===== src/design/block_header_checksum_macros.svh =====
// assertion macros shared by the checksum block modules
`ifndef BLOCK_HEADER_CHECKSUM_MACROS_SVH
`define BLOCK_HEADER_CHECKSUM_MACROS_SVH

// property checked on every clock edge outside reset
`define BHC_ASSERT(label, prop, msg) \
  label: assert property (@(posedge clk_i) disable iff (!rst_ni) (prop)) else $error(msg);

// condition that must never be seen outside reset
`define BHC_NEVER(label, cond, msg) \
  label: assert property (@(posedge clk_i) disable iff (!rst_ni) !(cond)) else $error(msg);

`endif


===== src/design/bhc_pkg.sv =====
// types, constants and the crc byte update for the block header checksum
package bhc_pkg;

  localparam int unsigned PosW    = 5;
  localparam int unsigned CrcW    = 16;
  localparam logic [15:0] CrcPoly = 16'h1021;
  localparam logic [15:0] CrcInit = 16'h0000;

  typedef struct packed {
    logic [15:0] crc_value;
    logic [7:0]  check_byte;
  } bhc_result_t;

  // msb-first crc-16-ccitt over one byte
  function automatic logic [15:0] crc16_byte(input logic [15:0] crc, input logic [7:0] b);
    logic [15:0] c;
    c = crc ^ {b, 8'h00};
    for (int k = 0; k < 8; k++) begin
      if (c[15]) begin
        c = {c[14:0], 1'b0} ^ CrcPoly;
      end else begin
        c = {c[14:0], 1'b0};
      end
    end
    return c;
  endfunction

endpackage


===== src/design/bhc_accum.sv =====
// header position, header xor and body crc state with the block result
`include "block_header_checksum_macros.svh"

module bhc_accum import bhc_pkg::*; #(
  parameter int unsigned HEADER_BYTES = 24,
  parameter int unsigned XOR_BYTES    = 19,
  parameter int unsigned CRC_OFFSET   = 12
) (
  input  logic        clk_i,
  input  logic        rst_ni,
  input  logic        step_i,
  input  logic [7:0]  byte_i,
  input  logic        last_i,
  output bhc_result_t result_o
);

  localparam logic [PosW-1:0] HdrPos  = PosW'(HEADER_BYTES);
  localparam logic [PosW-1:0] XorPos  = PosW'(XOR_BYTES);
  localparam logic [PosW-1:0] CrcHiPos = PosW'(CRC_OFFSET);
  localparam logic [PosW-1:0] CrcLoPos = PosW'(CRC_OFFSET + 1);
  localparam bit FoldHi = (CRC_OFFSET < XOR_BYTES);
  localparam bit FoldLo = (CRC_OFFSET + 1 < XOR_BYTES);

  logic [PosW-1:0] pos_q, pos_d;
  logic [15:0]     crc_q, crc_d;
  logic [7:0]      xor_q, xor_d;
  logic            in_header;

  always_comb begin
    in_header = (pos_q < HdrPos);
    pos_d     = pos_q;
    crc_d     = crc_q;
    xor_d     = xor_q;
    if (in_header) begin
      if ((pos_q < XorPos) && (pos_q != CrcHiPos) && (pos_q != CrcLoPos)) begin
        xor_d = xor_q ^ byte_i;
      end
      pos_d = pos_q + PosW'(1);
    end else begin
      crc_d = crc16_byte(crc_q, byte_i);
    end

    // fold in the new crc bytes where the big-endian field sits in the xor range
    result_o.crc_value  = crc_d;
    result_o.check_byte = xor_d ^ (FoldHi ? crc_d[15:8] : 8'h00)
                                ^ (FoldLo ? crc_d[7:0]  : 8'h00);
  end

  always_ff @(posedge clk_i or negedge rst_ni) begin
    if (!rst_ni) begin
      pos_q <= '0;
      crc_q <= CrcInit;
      xor_q <= '0;
    end else if (step_i) begin
      if (last_i) begin
        pos_q <= '0;
        crc_q <= CrcInit;
        xor_q <= '0;
      end else begin
        pos_q <= pos_d;
        crc_q <= crc_d;
        xor_q <= xor_d;
      end
    end
  end

  `BHC_NEVER(a_pos_saturates, pos_q > HdrPos, "byte position ran past header length")
  `BHC_ASSERT(a_crc_idle_in_header, (pos_q < HdrPos) |-> (crc_q == CrcInit),
              "crc moved while still in header")
  `BHC_ASSERT(a_clear_after_last, (step_i && last_i) |=> (pos_q == '0 && crc_q == CrcInit
              && xor_q == '0), "state not cleared after final word")

endmodule


===== src/design/block_header_checksum.sv =====
// Block header checksum, top level.
// Takes one byte of a filesystem block per word on the slave stream, header first, with
// tlast on the final byte, and returns one result word per block: the CRC-16-CCITT
// (poly 0x1021, msb first, start 0) of the bytes after the header, and the XOR of the first
// XOR_BYTES header bytes with the new CRC placed big-endian at CRC_OFFSET. The stored CRC
// bytes of the incoming header are ignored. A byte is taken every cycle unless a final byte
// waits for room in a stalled result register; the result passes the input register, then
// the result register, and the bytewise CRC update between them sets the clock rate. A
// stalled result holds back only the next block's final byte, never the bytes before it.
`include "block_header_checksum_macros.svh"

module block_header_checksum import bhc_pkg::*; #(
  parameter int unsigned HEADER_BYTES = 24,
  parameter int unsigned XOR_BYTES    = 19,
  parameter int unsigned CRC_OFFSET   = 12
) (
  input  logic        clk_i,
  input  logic        rst_ni,
  input  logic        s_axis_tvalid,
  output logic        s_axis_tready,
  input  logic [7:0]  s_axis_tdata,   // [7:0] data_byte
  input  logic        s_axis_tlast,   // last_byte
  output logic        m_axis_tvalid,
  input  logic        m_axis_tready,
  output logic [23:0] m_axis_tdata    // [15:0] crc_value, [23:16] check_byte
);

  logic        in_valid_q;
  logic [7:0]  in_byte_q;
  logic        in_last_q;
  logic        out_valid_q;
  bhc_result_t out_q;
  bhc_result_t result;
  logic        step;
  logic        out_free;

  assign out_free      = !out_valid_q || m_axis_tready;
  // a final word needs room in the result register, other words always move on
  assign step          = in_valid_q && (!in_last_q || out_free);
  assign s_axis_tready = !in_valid_q || step;

  always_ff @(posedge clk_i or negedge rst_ni) begin
    if (!rst_ni) begin
      in_valid_q <= 1'b0;
    end else if (s_axis_tready) begin
      in_valid_q <= s_axis_tvalid;
    end
  end

  always_ff @(posedge clk_i) begin
    if (s_axis_tready && s_axis_tvalid) begin
      in_byte_q <= s_axis_tdata;
      in_last_q <= s_axis_tlast;
    end
  end

  bhc_accum #(
    .HEADER_BYTES(HEADER_BYTES),
    .XOR_BYTES   (XOR_BYTES),
    .CRC_OFFSET  (CRC_OFFSET)
  ) u_accum (
    .clk_i   (clk_i),
    .rst_ni  (rst_ni),
    .step_i  (step),
    .byte_i  (in_byte_q),
    .last_i  (in_last_q),
    .result_o(result)
  );

  always_ff @(posedge clk_i or negedge rst_ni) begin
    if (!rst_ni) begin
      out_valid_q <= 1'b0;
    end else if (out_free) begin
      out_valid_q <= step && in_last_q;
    end
  end

  always_ff @(posedge clk_i) begin
    if (out_free && step && in_last_q) begin
      out_q <= result;
    end
  end

  assign m_axis_tvalid = out_valid_q;
  assign m_axis_tdata  = {out_q.check_byte, out_q.crc_value};

  `BHC_ASSERT(a_result_from_last, $rose(out_valid_q) |-> $past(in_valid_q && in_last_q),
              "result appeared without a final word")
  `BHC_ASSERT(a_last_held, (in_valid_q && in_last_q && out_valid_q && !m_axis_tready)
              |=> (in_valid_q && in_last_q), "final word dropped while result stalled")
  `BHC_ASSERT(a_body_flows, (in_valid_q && !in_last_q) |-> s_axis_tready,
              "non-final word blocked the input")

endmodule

===== config.mk =====
export PLATFORM = sky130hd
export DESIGN_NAME = block_header_checksum
export DESIGN_NICKNAME = d
export VERILOG_FILES = /design/src/design/bhc_pkg.sv /design/src/design/bhc_accum.sv /design/src/design/block_header_checksum.sv
export VERILOG_INCLUDE_DIRS = /design/src /design/src/design
export SDC_FILE = /design/constraint.sdc
export NUM_CORES = 1
export LEC_CHECK = 0
export BUFFER_PORTS_ARGS = -buffer_cell sky130_fd_sc_hd__buf_4
export CORE_MARGIN = 2
export CORE_UTILIZATION = 50
export CTS_CLUSTER_DIAMETER = 50
export DETAILED_ROUTE_END_ITERATION = 6
export GPL_TIMING_DRIVEN = 0
export PLACE_DENSITY_LB_ADDON = 0.12
export REMOVE_ABC_BUFFERS = 1
export SLEW_MARGIN = 40
export SYNTH_ARGS = -nofsm -noshare
export SYNTH_HDL_FRONTEND = slang
export SYNTH_HIERARCHICAL = 1
export SYNTH_SLANG_ARGS = --single-unit

===== constraint.sdc =====
create_clock -name clk_i -period 2.5 [get_ports clk_i]
set_input_delay 0 -clock clk_i [delete_from_list [all_inputs] [get_ports clk_i]]
set_output_delay 0 -clock clk_i [all_outputs]
set_load 0.01 [all_outputs]

## Word level (Yosys, flattened, before mapping)

Index checks and enable logic that the tools add are counted.

- Divide/modulo/power cells: 0
- $add $sub $neg: 1
- $mul: 0
- Reduce and logical (&&, ||, !) cells: 15
- Magnitude comparators: 2
- Shift-type cells: 0
- Eq/ne operators: 2
- Bitwise operators: 12
- Muxes and demuxes: 22

Operators by type and width:

| kind | number |
|---|---|
| $mux 16 | 9 |
| $mux 13 | 8 |
| $mux 8 | 3 |
| $not 3->3 | 8 |
| $xor 8x8->8 | 3 |
| $xor 16x16->16 | 1 |
| $lt 5x5->1 const B | 2 |
| $mux 5 | 2 |
| $ne 5x4->1 const B | 2 |
| $logic_and 1x1->1 | 7 |
| $add 5x1->5 const B | 1 |
| $logic_not 1->1 | 3 |
| $logic_or 1x1->1 | 3 |
| $reduce_and 2->1 | 1 |
| $reduce_bool 2->1 | 1 |

- Logic and storage cells: 63
- Bits in read-only memories: 0
- Input bits: 13
- Memories kept: 0
- Output and inout port bits: 26
- Latch bits: 0
- Register bits: 64
- RAM bits: 0

## Depth between registers and ports, before layout

- Depth in word-level cells: 27
- Depth in mapped cells: 8
- Gate-level depth less buffers: 7

## By module

The synthesis kept the hierarchy.

Modules (own cells, without submodules):

| module | area an instance (um^2) | times used | sequential area each (um^2) | cells an instance |
|---|---|---|---|---|
| bhc_accum | 2009.4 | 1 | 725.7 | 197 |
| block_header_checksum | 1097.3 | 1 | 1041.0 | 43 |

## Worst setup path before layout

No wires, ideal clock.

- Path kind: flip-flop to flip-flop
- Start: register out_valid_q, in the netlist m_axis_tvalid
- End: register out_q, in the netlist m_axis_tdata[0] (enable)
- Setup time: 0.405 ns
- Buffers on the path: 0
- Stages on the path, launching flop included: 3
- Data required time: 2.095 ns
- Period minus slack after synthesis: 2.014 ns
- Path slack: 0.486 ns
- Arrival: 1.610 ns
- Cells stage by stage: dfrtp_1 > nor2b_1 > nor2_1

- Longest elaborated chain between the ends: 6

Ends and longest elaborated chain:

| what | RTL line | text |
|---|---|---|
| start: declaration | block_header_checksum.sv:31 | `logic out_valid_q;` |
| start signal: assignment | block_header_checksum.sv:74 | `out_valid_q <= step && in_last_q;` |
| $logic_not 1->1 (*) | block_header_checksum.sv:37 | `assign out_free = !out_valid_q \|\| m_axis_tready;` |
| $logic_or 1x1->1 (*) | block_header_checksum.sv:37 |  |
| $logic_or 1x1->1 | block_header_checksum.sv:39 | `assign step = in_valid_q && (!in_last_q \|\| out_free);` |
| $logic_and 1x1->1 | block_header_checksum.sv:39 |  |
| $logic_and 1x1->1 (*) (2 in a row) | block_header_checksum.sv:79 | `if (out_free && step && in_last_q) begin` |
| end signal: assignment | block_header_checksum.sv:80 | `out_q <= result;` |
| end: declaration | block_header_checksum.sv:32 | `bhc_result_t out_q;` |

Every way passes the cells marked *; elsewhere a longest branch is shown, timed or not.
A chain may end at the register's enable or synchronous reset.

## Worst setup path after layout

- Start: register in_last_q
- End: register u_accum.crc_q[8]

- Longest elaborated chain between the ends: 3
- Elaborated cells between the ends (all ways): 4
- Those cells by class: mux: 1; reduce/logical: 3

Ends and longest elaborated chain:

| what | RTL line | text |
|---|---|---|
| start: declaration | block_header_checksum.sv:30 | `logic in_last_q;` |
| start signal: assignment | block_header_checksum.sv:53 | `in_last_q <= s_axis_tlast;` |
| $logic_not 1->1 | block_header_checksum.sv:39 |  |
| $logic_or 1x1->1 | block_header_checksum.sv:39 |  |
| $logic_and 1x1->1 | block_header_checksum.sv:39 |  |
| net step | block_header_checksum.sv:34 | `logic step;` |
| end signal: assignment | bhc_accum.sv:52 | `crc_q <= CrcInit;` |
| end signal: assignment | bhc_accum.sv:57 | `crc_q <= CrcInit;` |
| end signal: assignment | bhc_accum.sv:61 | `crc_q <= crc_d;` |
| end: declaration | bhc_accum.sv:25 | `logic [15:0] crc_q, crc_d;` |

The timed path passes the listed nets, and every way through them passes these cells.

==> reports/metrics.csv <==
metric;value;unit
port_buffers;38;
fin_tns_setup;0;ns
drv_cap;0;
firstDrtPassIters;4;
cts-root-buf;clkbuf_8;
grt_pass1_wl;9625;µm
muxShareOfSynthArea;3.101;%
ys_types;40;
viasPerCell;5.320;
grt_pass1_vias;1901;
dp_cells;345;
clock.fmax;443.1;MHz
dr.first_iter.drc_count;95;
grt_max_degree;32;
slowest_stage;edfxtp_1;
slew_viol_final;0;
gp_congestion;0.7838;
synth.top_cell.area_share;31.90;%
die_y;82.83;µm
rows;28;
synth-seq-area-share;56.87;%
crit_buf_inv;1;
hold_viol_final;0;
drive_above_1_share;20.88;%
syn_avg_cell_area;12.94;µm²
crit_type;flop to flop;
core_area;0.005956;mm²
path_delay_family;flip-flops;
yosysTopAreaCell;edfxtp_1;
crit_required;2.77;ns
peakVddDrop;0.3425;mV
worstMarginPinSlew;0.6168;ns
outcome;completed;
synth_seq_cells;64;
cellLeakagePower;1.664;nW
yosys-top-cells-area;edfxtp_1 32%, dfrtp_1 25%, xnor2_1 6.5%;
synthCells;240;
holdPathEnd;m_axis_tvalid$_DFFE_PN0P_;
finalWirelength;5730;µm
yosys.area_share.simple;7.853;%
power_density;608.5;mW/mm²
cts_max_level;3;
hold_start;m_axis_tready;
crit_fanout;25;
layout_min_cycle_time;2.257;ns
layout.nets;309;
r2r.worst_path.cells;4;
cts_setup_buffers;0;
synth_top_family_by_area;XOR/XNOR gates;
rsz0062_at_grt;false;
n_antenna_cell;0;
yosys.area_share.adder;1.208;%
min_delay_path_depth;3;
period_share;90.27;%
initial_utilization;52.16;%
cts_made_buffers;9;
grtUsageTotal;18.02;%
syn_area;0.003107;mm²
fin_skew;0.005841;ns
r2r_setup_slack;0.24;ns
r2r-start;in_last_q$_DFFE_PP_;
clk_pin_slew;0.06;ns
chipWidth;82.83;µm
critPathCaptureType;flop;
io-pin-count;39;
clock_latency;0.33;ns
cts_tree;done;
nFillCells;498;
cts_buffer_depth;2;
cpPeakStageDelay;0.66;ns
synth_xor_area_share;16.47;%
grt_overflow;0;
syn_to_final_growth;20.90;%
cts.sinks;64;
dieArea;0.006860;mm²
vias;1979;
synth_compound_area_share;11.36;%
start_kind;flop;
setup_viol;0;
final-instance-count-excl-fill;372;
post-route-drc-count;0;
antenna_found_initial;0;
slew_headroom;58.88;%
crit_arrival;2.52;ns
rr_endpoint;u_accum/crc_q[8]$_DFFE_PN0P_;
hold_path_class;primary input to flop;
cp.depth;4;
place_hpwl;3741;µm
wire_per_inst;15.40;µm
path_cells;a21boi_2, clkinv_2, nor2_1, a22o_1;
postRouteAntennaNets;0;
synth_warnings;6;
==> repair_timing <==
action / in CTS / in global routing
endpoints found under the setup margin: 25 / 0
gates resized for setup: 3 / 0
hold buffers: 12 / 0
hold endpoints to repair: 41 / 0
==> synth_stat cells (all sizes together) <==
cell and number:
nand2b 3, o21a 1, inv 14, and2 2, edfxtp 33, nand3b 8
xor2 15, dfrtp 31, a21o 1, mux2i 7, nor2 5, nand4b 1
o21bai 1, clkinv 1, mux2 2, o21ai 8, ha 3, o2bb2ai 10
o211ai 1, nand2 22, a22o 6, nor2b 1, and3 1, a21boi 1
xnor3 4, a41oi 2, buf 1, nand3 1, o31a 1, o311ai 8
o22ai 1, xnor2 27, a21oi 5, xor3 1, nand4 3, clkbuf 8
==> per-stage QoR <==
step	total power, mW	util, %	setup WS (ns)	hold WS, ns	instance area [µm²]
6_report	2.286	63.07	0.2433	0.03039	3756
5_1_grt	2.415	63.07	0.02323	0.03223	3756
4_1_cts	2.325	63.07	0.2246	0.01536	3756
3_5_place_dp	1.591	58.47	-0.3853	-0.02697	3482
3_3_place_gp	1.572	57.84	-0.4067	-0.02715	3445
2_1_floorplan	1.469	-	0.4313	-0.2956	3065
==> where the power goes <==
group / switching, mW / internal (mW) / total, mW
sequential: 0.0648 / 1.19 / 1.26
combinational: 0.158 / 0.167 / 0.325
clock: 0.353 / 0.349 / 0.703
total: 0.576 / 1.71 / 2.29
==> layer usage <==
metal	vias up	part of all wire, %	global-route usage (%)
li1	966	-	-
met5	-	0	0
met1	963	47	24.98
met3	9	4.2	4.573
met2	41	47	27.05
met4	0	1.8	7.750
==> how the worst max path moves through the flow <==
stage / end / start
2_1_floorplan: m_axis_tdata[0]$_DFFE_PP_ / in_last_q$_DFFE_PP_
3_3_place_gp: u_accum/crc_q[6]$_DFFE_PN0P_ / in_last_q$_DFFE_PP_
3_5_place_dp: u_accum/crc_q[13]$_DFFE_PN0P_ / in_last_q$_DFFE_PP_
6_report: u_accum/crc_q[8]$_DFFE_PN0P_ / in_last_q$_DFFE_PP_
4_1_cts: u_accum/crc_q[8]$_DFFE_PN0P_ / in_last_q$_DFFE_PP_
5_1_grt: u_accum/crc_q[14]$_DFFE_PN0P_ / in_last_q$_DFFE_PP_
==> cell type report <==
class                   count  area (µm²)  share of cell area [%]
flip-flops and latches     64        1767                   47.04
clock buffers              13       138.9                   3.698
repair buffers             51       432.9                   11.53
clock inverters             2       7.507                  0.1999
well taps                  75       93.84                   2.498
multi-input cells         152        1259                   33.51
inverters                  15       57.56                   1.532
==> tightest hold or removal path, stage by stage <==
cell and delay [ns]:
buf_4 0.08, nor2b_1 0.08, a21o_1 0.16
==> layout by cell type (no fill, tap or decap), drive strengths merged, types with 2 or more instances in the layout <==
master       instances
nand3b               8
o21ai                8
and2                 2
edfxtp              33
nor2                 5
xnor2               27
xor2                15
inv                 14
o311ai               8
clkbuf              13
xnor3                4
ha                   3
a41oi                2
a21oi                5
nand4                3
dfrtp               31
dlygate4sd3         12
o2bb2ai             10
nand2b               3
clkinv               3
a22o                 6
buf                 39
mux2                 2
mux2i                7
nand2               22
==> cells by family (layout without fill, tap and decap cells) <==
logic type	Yosys count	after routing
DFF	64	64
and+or+nand+nor	47	47
muxes	9	9
AOI/OAI and AO/OA	46	46
xor gates and xnor gates	47	47
adders and majority gates	3	3
buffers and inverters	24	81
==> registers in the layout, indices dropped and copies added (netlist names) <==
register and flops:
m_axis_tdata 24, u_accum/crc_q 16, in_byte_q 8, u_accum/xor_q 8, u_accum/pos_q 5, in_last_q 1
in_valid_q 1, m_axis_tvalid 1
No activity file was read; power rests on OpenSTA's default activity.
